[src/door_cycle_sequencer_defines.svh]
// ----------------------------------------------------------------------------
// Door cycle sequencer assertion macros
// Shared concurrent assertion forms, clocked on aclk and held off in reset.
// ----------------------------------------------------------------------------
`ifndef DOOR_CYCLE_SEQUENCER_DEFINES_SVH
`define DOOR_CYCLE_SEQUENCER_DEFINES_SVH

// The consequent must hold in the same cycle as the antecedent.
`define DCS_ASSERT_SAME(label, ante, cons) \
    label: assert property (@(posedge aclk) disable iff (!aresetn) \
        (ante) |-> (cons)) else $error("same-cycle check failed");

// The consequent must hold in the cycle after the antecedent.
`define DCS_ASSERT_NEXT(label, ante, cons) \
    label: assert property (@(posedge aclk) disable iff (!aresetn) \
        (ante) |=> (cons)) else $error("next-cycle check failed");

`endif

[src/dcs_pkg.sv]
// ----------------------------------------------------------------------------
// dcs_pkg
// Widths, register indexes, reset values and the stepper coil table.
// ----------------------------------------------------------------------------
`default_nettype none

package dcs_pkg;

    localparam int unsigned CFG_IDX_W  = 3;
    localparam int unsigned CFG_DATA_W = 16;
    localparam int unsigned S_DATA_W   = 16;
    localparam int unsigned M_DATA_W   = 24;

    localparam logic [CFG_IDX_W-1:0] CFG_TEMP_LOW     = 3'd0;
    localparam logic [CFG_IDX_W-1:0] CFG_TEMP_HIGH    = 3'd1;
    localparam logic [CFG_IDX_W-1:0] CFG_OPEN_DUTY    = 3'd2;
    localparam logic [CFG_IDX_W-1:0] CFG_CLOSE_DUTY   = 3'd3;
    localparam logic [CFG_IDX_W-1:0] CFG_HANDLE_STEPS = 3'd4;
    localparam logic [CFG_IDX_W-1:0] CFG_STEP_TICKS   = 3'd5;
    localparam logic [CFG_IDX_W-1:0] CFG_DRIVE_TICKS  = 3'd6;
    localparam logic [CFG_IDX_W-1:0] CFG_HOLD_TICKS   = 3'd7;

    localparam logic [7:0]  RST_TEMP_LOW     = 8'd93;
    localparam logic [7:0]  RST_TEMP_HIGH    = 8'd197;
    localparam logic [7:0]  RST_OPEN_DUTY    = 8'h1A;
    localparam logic [7:0]  RST_CLOSE_DUTY   = 8'h40;
    localparam logic [9:0]  RST_HANDLE_STEPS = 10'd350;
    localparam logic [15:0] RST_STEP_TICKS   = 16'd25;
    localparam logic [15:0] RST_DRIVE_TICKS  = 16'd2000;
    localparam logic [15:0] RST_HOLD_TICKS   = 16'd8000;

    // Wave-drive position to coil pattern: 1a, 2b, 1b, 2a.
    function automatic logic [3:0] coil_of(input logic [1:0] pos);
        logic [3:0] pattern;
        case (pos)
            2'd0:    pattern = 4'h8;
            2'd1:    pattern = 4'h1;
            2'd2:    pattern = 4'h4;
            default: pattern = 4'h2;
        endcase
        return pattern;
    endfunction

endpackage

`default_nettype wire

[src/door_cycle_sequencer.sv]
// ----------------------------------------------------------------------------
// door_cycle_sequencer
// Badge-triggered door cycle: handle stepper, door motor and hold timing.
// ----------------------------------------------------------------------------
// Usage:
//   One beat on the s_ channel per 1 ms tick carries both badge inputs, the
//   lock pin and a temperature sample. Each accepted beat produces exactly one
//   beat on the m_ channel with the coil pattern, motor controls, status flags
//   and the cycle phase after that tick.
//   The result of a beat accepted at one edge is registered and valid on
//   m_tdata after that edge. A beat is accepted every cycle while results are
//   taken; the whole tick update is one pass through the phase logic between
//   the state registers and the result register.
//   The cfg_ channel writes the eight timing and threshold registers by index
//   and is always ready; write only while no result is pending.
//   At reset the block is idle, all coils are off and the registers take their
//   default values; no result is pending.
//   When the receiver stalls, the result register holds its beat and s_tready
//   drops until that beat is taken; a new beat is taken in the same cycle as
//   the old result leaves.
// ----------------------------------------------------------------------------
`default_nettype none
`include "door_cycle_sequencer_defines.svh"

module door_cycle_sequencer
    import dcs_pkg::*;
(
    input  wire logic                  aclk,
    input  wire logic                  aresetn,
    input  wire logic                  s_tvalid,
    output logic                       s_tready,
    // Fields from bit 0: badge_outside, badge_inside, lock_released,
    // temp_sample[7:0], zero fill.
    input  wire logic [S_DATA_W-1:0]   s_tdata,
    output logic                       m_tvalid,
    input  wire logic                  m_tready,
    // Fields from bit 0: coil_drive[3:0], motor_forward, motor_reverse,
    // motor_duty[7:0], busy_res, temp_ok, lock_wait, cycle_phase[2:0], zero fill.
    output logic [M_DATA_W-1:0]        m_tdata,
    input  wire logic                  cfg_valid,
    output logic                       cfg_ready,
    input  wire logic [CFG_IDX_W-1:0]  cfg_index,
    input  wire logic [CFG_DATA_W-1:0] cfg_data
);

    typedef enum logic [2:0] {
        PH_IDLE  = 3'd0,
        PH_OPEN  = 3'd1,
        PH_PUSH  = 3'd2,
        PH_HOLD  = 3'd3,
        PH_PULL  = 3'd4,
        PH_CLOSE = 3'd5
    } phase_t;

    logic [7:0]  temp_low_reg, temp_high_reg, open_duty_reg, close_duty_reg;
    logic [9:0]  handle_steps_reg;
    logic [15:0] step_ticks_reg, drive_ticks_reg, hold_ticks_reg;

    phase_t      phase_reg, phase_next;
    logic [1:0]  stepper_reg, stepper_next;
    logic [3:0]  coil_reg, coil_next;
    logic [9:0]  steps_reg, steps_next;
    logic [15:0] tick_reg, tick_next;

    logic                m_tvalid_reg;
    logic [M_DATA_W-1:0] m_tdata_reg, m_tdata_next;

    logic        s_accept;
    logic        badge_outside, badge_inside, lock_released;
    logic [7:0]  temp_sample;
    logic        temp_ok;
    logic        lock_wait;
    logic        run;
    logic [15:0] step_wait;
    logic [7:0]  duty;

    assign s_accept      = s_tvalid && s_tready;
    assign s_tready      = !m_tvalid_reg || m_tready;
    assign m_tvalid      = m_tvalid_reg;
    assign m_tdata       = m_tdata_reg;
    assign cfg_ready     = 1'b1;

    assign badge_outside = s_tdata[0];
    assign badge_inside  = s_tdata[1];
    assign lock_released = s_tdata[2];
    assign temp_sample   = s_tdata[10:3];

    assign temp_ok   = (temp_sample >= temp_low_reg) && (temp_sample <= temp_high_reg);
    assign step_wait = (step_ticks_reg == 16'd0) ? 16'd1 : step_ticks_reg;

    always_comb begin
        phase_next   = phase_reg;
        stepper_next = stepper_reg;
        coil_next    = coil_reg;
        steps_next   = steps_reg;
        tick_next    = tick_reg;
        lock_wait    = 1'b0;
        run          = 1'b0;

        if (phase_reg == PH_IDLE) begin
            if (!lock_released) begin
                lock_wait = 1'b1;
            end else if (badge_outside || (badge_inside && temp_ok)) begin
                phase_next = PH_OPEN;
                steps_next = 10'd0;
                tick_next  = 16'd0;
                run        = 1'b1;
            end
        end else begin
            if (tick_next != 16'd0) begin
                tick_next = tick_next - 16'd1;
            end
            run = (tick_next == 16'd0);
        end

        if (run && phase_next == PH_OPEN) begin
            if (steps_next < handle_steps_reg) begin
                stepper_next = stepper_next - 2'd1;
                coil_next    = coil_of(stepper_next);
                steps_next   = steps_next + 10'd1;
                tick_next    = step_wait;
            end else begin
                phase_next = PH_PUSH;
                tick_next  = drive_ticks_reg;
            end
        end
        if (run && phase_next == PH_PUSH && tick_next == 16'd0) begin
            phase_next = PH_HOLD;
            tick_next  = hold_ticks_reg;
        end
        if (run && phase_next == PH_HOLD && tick_next == 16'd0) begin
            phase_next = PH_PULL;
            tick_next  = drive_ticks_reg;
        end
        if (run && phase_next == PH_PULL && tick_next == 16'd0) begin
            phase_next = PH_CLOSE;
            steps_next = 10'd0;
        end
        if (run && phase_next == PH_CLOSE && tick_next == 16'd0) begin
            if (steps_next < handle_steps_reg) begin
                stepper_next = stepper_next + 2'd1;
                coil_next    = coil_of(stepper_next);
                steps_next   = steps_next + 10'd1;
                tick_next    = step_wait;
            end else begin
                phase_next = PH_IDLE;
                tick_next  = 16'd0;
            end
        end
        if (run && phase_next > PH_CLOSE) begin
            phase_next = PH_IDLE;
            tick_next  = 16'd0;
        end
    end

    always_comb begin
        case (phase_next)
            PH_PUSH: duty = open_duty_reg;
            PH_PULL: duty = close_duty_reg;
            default: duty = 8'd0;
        endcase
        m_tdata_next = {4'd0, phase_next, lock_wait, temp_ok, (phase_next != PH_IDLE),
                        duty, (phase_next == PH_PULL), (phase_next == PH_PUSH), coil_next};
    end

    always_ff @(posedge aclk) begin
        if (!aresetn) begin
            temp_low_reg     <= RST_TEMP_LOW;
            temp_high_reg    <= RST_TEMP_HIGH;
            open_duty_reg    <= RST_OPEN_DUTY;
            close_duty_reg   <= RST_CLOSE_DUTY;
            handle_steps_reg <= RST_HANDLE_STEPS;
            step_ticks_reg   <= RST_STEP_TICKS;
            drive_ticks_reg  <= RST_DRIVE_TICKS;
            hold_ticks_reg   <= RST_HOLD_TICKS;
            phase_reg        <= PH_IDLE;
            stepper_reg      <= 2'd0;
            coil_reg         <= 4'd0;
            steps_reg        <= 10'd0;
            tick_reg         <= 16'd0;
            m_tvalid_reg     <= 1'b0;
        end else begin
            if (cfg_valid && cfg_ready) begin
                case (cfg_index)
                    CFG_TEMP_LOW:     temp_low_reg     <= cfg_data[7:0];
                    CFG_TEMP_HIGH:    temp_high_reg    <= cfg_data[7:0];
                    CFG_OPEN_DUTY:    open_duty_reg    <= cfg_data[7:0];
                    CFG_CLOSE_DUTY:   close_duty_reg   <= cfg_data[7:0];
                    CFG_HANDLE_STEPS: handle_steps_reg <= cfg_data[9:0];
                    CFG_STEP_TICKS:   step_ticks_reg   <= cfg_data;
                    CFG_DRIVE_TICKS:  drive_ticks_reg  <= cfg_data;
                    CFG_HOLD_TICKS:   hold_ticks_reg   <= cfg_data;
                    default:          hold_ticks_reg   <= hold_ticks_reg;
                endcase
            end
            if (s_accept) begin
                phase_reg    <= phase_next;
                stepper_reg  <= stepper_next;
                coil_reg     <= coil_next;
                steps_reg    <= steps_next;
                tick_reg     <= tick_next;
                m_tvalid_reg <= 1'b1;
            end else if (m_tready) begin
                m_tvalid_reg <= 1'b0;
            end
        end
        if (s_accept) begin
            m_tdata_reg <= m_tdata_next;
        end
    end

    `DCS_ASSERT_SAME(a_stall_blocks_input, m_tvalid && !m_tready, !s_tready)
    `DCS_ASSERT_SAME(a_motor_one_way, m_tvalid, !(m_tdata[4] && m_tdata[5]))
    `DCS_ASSERT_SAME(a_coil_wave, 1'b1, $onehot0(coil_reg))
    `DCS_ASSERT_SAME(a_phase_legal, 1'b1, phase_reg <= PH_CLOSE)
    `DCS_ASSERT_NEXT(a_lock_holds_idle,
        s_accept && phase_reg == PH_IDLE && !lock_released, phase_reg == PH_IDLE)

endmodule

`default_nettype wire
[config.mk]
export PLATFORM = sky130hd
export DESIGN_NAME = door_cycle_sequencer
export DESIGN_NICKNAME = d
export VERILOG_FILES = /design/src/dcs_pkg.sv /design/src/door_cycle_sequencer.sv
export VERILOG_INCLUDE_DIRS = /design/src /design/src/src
export SDC_FILE = /design/constraint.sdc
export NUM_CORES = 1
export LEC_CHECK = 0
export ABC_AREA = 1
export BUFFER_PORTS_ARGS = -buffer_cell sky130_fd_sc_hd__buf_2
export CAP_MARGIN = 15
export CORE_ASPECT_RATIO = 2
export CORE_MARGIN = 2
export CORE_UTILIZATION = 57
export CTS_BUF_LIST = sky130_fd_sc_hd__clkbuf_4
export CTS_CLUSTER_DIAMETER = 100
export DETAILED_ROUTE_END_ITERATION = 16
export GPL_TIMING_DRIVEN = 0
export PLACE_DENSITY = 0.83
export SLEW_MARGIN = 25
export SYNTH_ARGS = -nofsm -noshare
export SYNTH_HDL_FRONTEND = slang
export SYNTH_SLANG_ARGS = --single-unit
[constraint.sdc]
create_clock -name aclk -period 7.46 [get_ports aclk]
set_clock_uncertainty 0.05 [all_clocks]
set_input_delay 1.492 -clock aclk [delete_from_list [all_inputs] [get_ports aclk]]
set_output_delay 1.492 -clock aclk [all_outputs]
set_load 0.02 [all_outputs]
# --- Yosys cells after proc, flatten, opt, wreduce, memory -nomap -nowiden ---
# Cells that the tools add are included.
totals:
  ff_bits: 146
  latchBits: 0
  mem_bits_rw: 0
  mem_bits_ro: 0
  output_inout_bits: 27
  wordCells: 129
  mem_count: 0
classes:
  add_sub_neg: 5
  mul: 0
  n_div: 0
  n_lt_le_gt_ge: 5
  eq_ne: 18
  n_shift: 0
  muxes: 49
  n_bitwise: 0
  reduce_logical: 36
ops:
  columns: ["op", "count"]
  rows:
  - ["$mux 16", 13]
  - ["$logic_not 16->1", 5]
  - ["$mux 10", 8]
  - ["$mux 3", 11]
  - ["$pmux 4 s3", 2]
  - ["$eq 3x3->1 const B", 7]
  - ["$add 10x1->10 const B", 2]
  - ["$lt 10x10->1", 2]
  - ["$mux 4", 4]
  - ["$pmux 8 s2", 1]
  - ["$reduce_and 2->1", 8]
  - ["$reduce_bool 16->1", 1]
  - ["$sub 16x1->16 const B", 1]
  - ["$eq 3x2->1 const B", 5]
  - ["$logic_and 1x1->1", 13]
  - ["$ge 8x8->1", 1]
  - ["$le 8x8->1", 1]
  - ["$mux 2", 4]
  - ["$eq 3x1->1 const B", 2]
  - ["$logic_not 3->1", 2]
  - ["$mux 1", 6]
  - ["$eq 2x1->1 const B", 2]
  - ["$eq 2x2->1 const B", 2]
  - ["$logic_not 2->1", 2]
  - ["7 further kinds", 8]

# --- Longest topological paths before layout ---
logic_depth:
  word_depth: 31
  mapped_depth: 58
  mapped_depth_nobuf: 56

# --- Least setup slack after synthesis ---
# OpenSTA, ideal clock, no wires.
synth_timing:
  kind: "input port to flip-flop"
  from: "in s_tdata[10]"
  to: "reg m_tdata_reg[10] (netlist: m_tdata[10]) (data pin)"
  setup_time_ns: 0.130
  arrival_time_ns: 7.768
  setup_slack_ns: -0.488
  stages: 48
  n_path_buf: 4
  cell_sequence: "ha_1 a21o_1 nor2_1 nand3_1 nand3_1 nand2_1 nand3_1 clkbuf_1 nand2_1 inv_1 ha_1 a21oi_1 nor2_1 a211oi_1 o21ai_0 a31oi_1 nand2_1 buf_2 [12 not listed] nor2_1 nand2_1 nor2_2 nand3_4 buf_2 nand2_1 inv_1 ha_1 nand2_1 nor4_1 nand2_1 nand2_1 nand2_1 nand2_1 nand2_1 nor2_2 nand2_1 nand2_1"
synth_between:
  elab_chain_len: 31
synth_lines:
  columns: ["element", "line_no", "source"]
  rows:
  - ["from (decl)", "door_cycle_sequencer.sv:34", "input wire logic [S_DATA_W-1:0] s_tdata,"]
  - ["$ge 8x8->1 or $le 8x8->1 (tied branches)", "door_cycle_sequencer.sv:88", "assign temp_ok = (temp_sample >= temp_low_reg) && (temp_sample <= temp_high_reg);"]
  - ["$logic_and 1x1->1 (*)", "door_cycle_sequencer.sv:88", null]
  - ["$logic_and 1x1->1 (*)", "door_cycle_sequencer.sv:103", "end else if (badge_outside || (badge_inside && temp_ok)) begin"]
  - ["$logic_or 1x1->1 (*)", "door_cycle_sequencer.sv:103", null]
  - ["branches (longest 24 deep; another with $lt 10x10->1)", null, null]
  - ["$mux 3 (*)", "door_cycle_sequencer.sv:150", "if (run && phase_next > PH_CLOSE) begin"]
  - ["$eq 3x2->1 (*)", null, null]
  - ["named net m_tdata_next[4]", "door_cycle_sequencer.sv:66", "logic [M_DATA_W-1:0] m_tdata_reg, m_tdata_next;"]
  - ["$pmux 8 s2 (*)", "door_cycle_sequencer.sv:157", "case (phase_next)"]
  - ["named net duty[4]", "door_cycle_sequencer.sv:75", "logic [7:0] duty;"]
  - ["to (signal assigned)", "door_cycle_sequencer.sv:208", "m_tdata_reg <= m_tdata_next;"]
  - ["to (decl)", "door_cycle_sequencer.sv:66", null]
# Mark *: on every way through the listed nets, which the timed path passes.
# A chain may end at the register's enable or synchronous reset.

# --- Final worst setup path ---
layout_timing:
  from: "in s_tdata[8]"
  to: "reg steps_reg[9]"
layout_between:
  elab_chain_len: 26
layout_lines:
  columns: ["element", "line_no", "source"]
  rows:
  - ["$ge 8x8->1 or $le 8x8->1 (tied branches)", "door_cycle_sequencer.sv:88", null]
  - ["$logic_and 1x1->1 (*)", "door_cycle_sequencer.sv:88", null]
  - ["$logic_and 1x1->1 (*)", "door_cycle_sequencer.sv:103", null]
  - ["$logic_or 1x1->1 (*)", "door_cycle_sequencer.sv:103", null]
  - ["branches (longest 21 deep; another with $lt 10x10->1)", null, null]
  - ["$mux 10 (*)", "door_cycle_sequencer.sv:139", "if (run && phase_next == PH_CLOSE && tick_next == 16'd0) begin"]
  - ["to (signal assigned)", "door_cycle_sequencer.sv:200", "steps_reg <= steps_next;"]
  - ["to (decl)", "door_cycle_sequencer.sv:62", "logic [9:0] steps_reg, steps_next;"]
# Mark *: on every way between the ends.

==> results.txt <==
Routability congestion estimate: 0.997
Synth Warn #: 0
Post-synth top area share: 27.7%
Unique cell type count in the Yosys netlist: 45
Compound-Gate Fraction of Synth Area: 14.9%
Grt ovf: 0
CTS Buf Count: 17
Cell Area, Synth: 9120 um2
Power Dens Cells: 203 nW/um2
WL per Instance: 20.3 um
DRC errors left: 0
Top delay family on crit path: simple AND/OR/NAND/NOR gates
Synthesis-stage register bit count: 146
Top cell type by total area after synthesis: dfxtp_1
Asr flop ratio synth: 0%
Post-Synthesis Cells: 1,353
First-pass GRT wire length: 50,600 um
Clock Sinks: 146
Layout cells sized above 1: 26.1%
Area grow syn2layout: 29.9%
EDFF count, synth: 20
WP buf/inv: 15
GR Util All Layers: 38.6%
Worst VDD drop: 0.179 mV
Routed Antenna Nets: 0
GR Layer Usage met1: 36.7%
Synth Area in Simple Gates: 32.1%
Max Root-Sink Buffers: 2
Max_cap viols: 0
Setup Viol. Count Final: 51
Critical Path RT: 7.96 ns
Fin. max-slew vios: 0
Starting DRT DRC Count: 936
Total power: 2.40 mW
Main synth FF type: dfxtp_1
Lkg Pwr: 5.40 nW
Site Rows: 65
Max_slew headroom: 44.4%
Root Buffer: clkbuf_4
Worst setup margin: -0.902 ns
Dominant cells by area after synthesis: dfxtp_1 (28%), nand2_1 (13%), inv_1 (7.2%), edfxtp_1 (6.6%), nor2_1 (6.6%)
Slowest stage delay, CP: 0.30 ns
Synth top cells by count: nand2_1 (321), inv_1 (175), nor2_1 (160)
Post-Synth Adder-Cell Area: 6.18%
Die X: 93.4 um
CP arrival: 8.86 ns
Number of global-route vias before repair: 10,077
RSZ-0062 raised after global routing: yes
Drt pass-1 iters: 8
CTS tree: yes
Syn avg cell area: 6.74 um2
Post-synthesis mux area share: 0%
Starting density of the core: 58.1%
CTS Hold Bufs: 0
Crit Path Max Fanout: 8
HP Class: flip-flop to flip-flop
Fin. Hold Viols: 0
Slew @ Worst Pin: 0.833 ns
Final net count: 1,579
Startpoint Class: input pin
Top Ports: 67
Number of flip-flops in the largest register: 20
Dpl ws: -1.93 ns
GR Layer Usage met3: 7.64%
Core Region: 15,700 um2
Top-count cell post-synth: nand2_1
Max H-tree Level: 4
Final min period: 8.36 ns
Initial antenna violation count: 1
CP max-delay cell: ha_4
Outcome: complete, but fails checks
Worst-Skew Late Latency: 0.61 ns
Xor/xnor share of the synthesized area: 1.44%
Final WL: 34,600 um
Die height: 183 um
Critical path type: input pin to flip-flop
Most used cell, CP: nand2_1
Met2 Track Usage GR: 68.4%
# port buffers: 51
Die footprint: 17,100 um2
Largest family of logic cells by synthesized area: simple AND/OR/NAND/NOR gates
Fmax: 0.120 GHz
Post-synthesis sequential area ratio: 34.3%
CP Capture Type: flip-flop
Crit share post-route: 112%
Via density: 6.06
Busiest grt layer: met2
Failing checks: negative setup slack
Largest net degree at the start of global routing: 20
DR vias: 10,359
Clk slew on worst S/H paths: 0.14 ns
Final core occ: 75.4%
Placed wire-length estimate: 23,100 um
-- cell families after synthesis --
kind of cell | count (synthesis)
simple gates | 660
fa+ha+maj | 45
xor+xnor | 15
other cells | 2
flops | 146
buf+inv | 243
compound gates | 242
-- stage by stage --
| step | cell area [um2] | hold slack, ns | std cells | TNS, ns |
|---|---|---|---|---|
| after floorplan | 9500 | 0.379 | 1356 | 0 |
| final | 11800 | 0.417 | 1709 | -38.02 |
| after CTS | 11400 | 0.417 | 1686 | -15.72 |
| after global routing | 11800 | 0.429 | 1709 | -43.96 |
| after global placement | 10000 | 0.390 | 1608 | -88.97 |
| after detailed placement | 10000 | 0.395 | 1609 | -89.57 |
-- worst register-to-register path, delay by kind of cell (launching register included) --
family,cells,cell delay [ns]
simple gates,36,4.40
buf+inv,15,1.92
fa+ha+maj,3,0.86
flops,1,0.34
compound gates,2,0.20
-- layout make-up --
class	count	area, um2
Antenna cell	1	2.50
Buffer	57	369
Clock buffer	18	135
Clock inverter	14	129
Fill cell	1130	3850
Inverter	186	726
Multi-Input combinational cell	969	6150
Sequential cell	146	3120
Tap cell	201	251
Timing Repair Buffer	117	955
-- metal layers --
metal	wire length, um	part of all wire [%]	vias to the layer above
met1	11000	32	4719
met4	3790	11	0
met3	2540	7.3	279
met5	0	0	-
li1	-	-	4698
met2	17300	50	663
-- timing repair --
item | CTS | global route
setup endpoints to repair | 51 | 51
gates cloned | 7 | 0
buffers inserted | 38 | 22
gates resized for setup | 152 | 74
pin swaps | 61 | 77
-- cell usage in the layout, fill, tap and decap left out, types with 6 or more instances in the layout --
cell type,synthesis,final
inv_4,1,8
a21oi_1,79,66
o21ai_1,20,27
clkbuf_4,0,18
nand3_2,2,24
ha_1,45,18
nand2_8,0,6
buf_6,7,26
a21oi_2,1,11
inv_2,7,17
ha_4,0,26
nor2_1,160,149
inv_1,175,157
nor2_2,7,9
inv_6,0,6
clkbuf_1,34,32
nand2_4,1,14
o211ai_1,28,28
nor2_4,7,17
nand2_2,7,36
nand3_1,90,62
nor3_2,9,14
nand3_4,3,10
edfxtp_1,20,20
nand2_1,321,273
buf_2,7,49
dfxtp_1,126,126
buf_4,7,52
o21ai_0,88,75
xor2_1,15,15
nand4_1,37,37
-- power breakdown --
group | switching [mW] | internal (mW) | leakage (nW)
logic | 0.635 | 0.376 | 4.02
clock network | 0.332 | 0.175 | 0.149
registers | 0.0387 | 0.844 | 1.23
-- worst paths after layout --
check	start	to	slack [ns]	cells after the start
max	s_tdata[8]	steps_reg[9]$_SDFFE_PN0P_	-0.90	56
min	hold_ticks_reg[0]$_SDFFE_PN0P_	hold_ticks_reg[0]$_SDFFE_PN0P_	0.42	2
max reg2reg	temp_low_reg[7]$_SDFFE_PN0P_	steps_reg[9]$_SDFFE_PN0P_	-0.33	56
min reg2reg	hold_ticks_reg[0]$_SDFFE_PN0P_	hold_ticks_reg[0]$_SDFFE_PN0P_	0.42	2
Note: power is estimated with default switching activity, not from simulation.
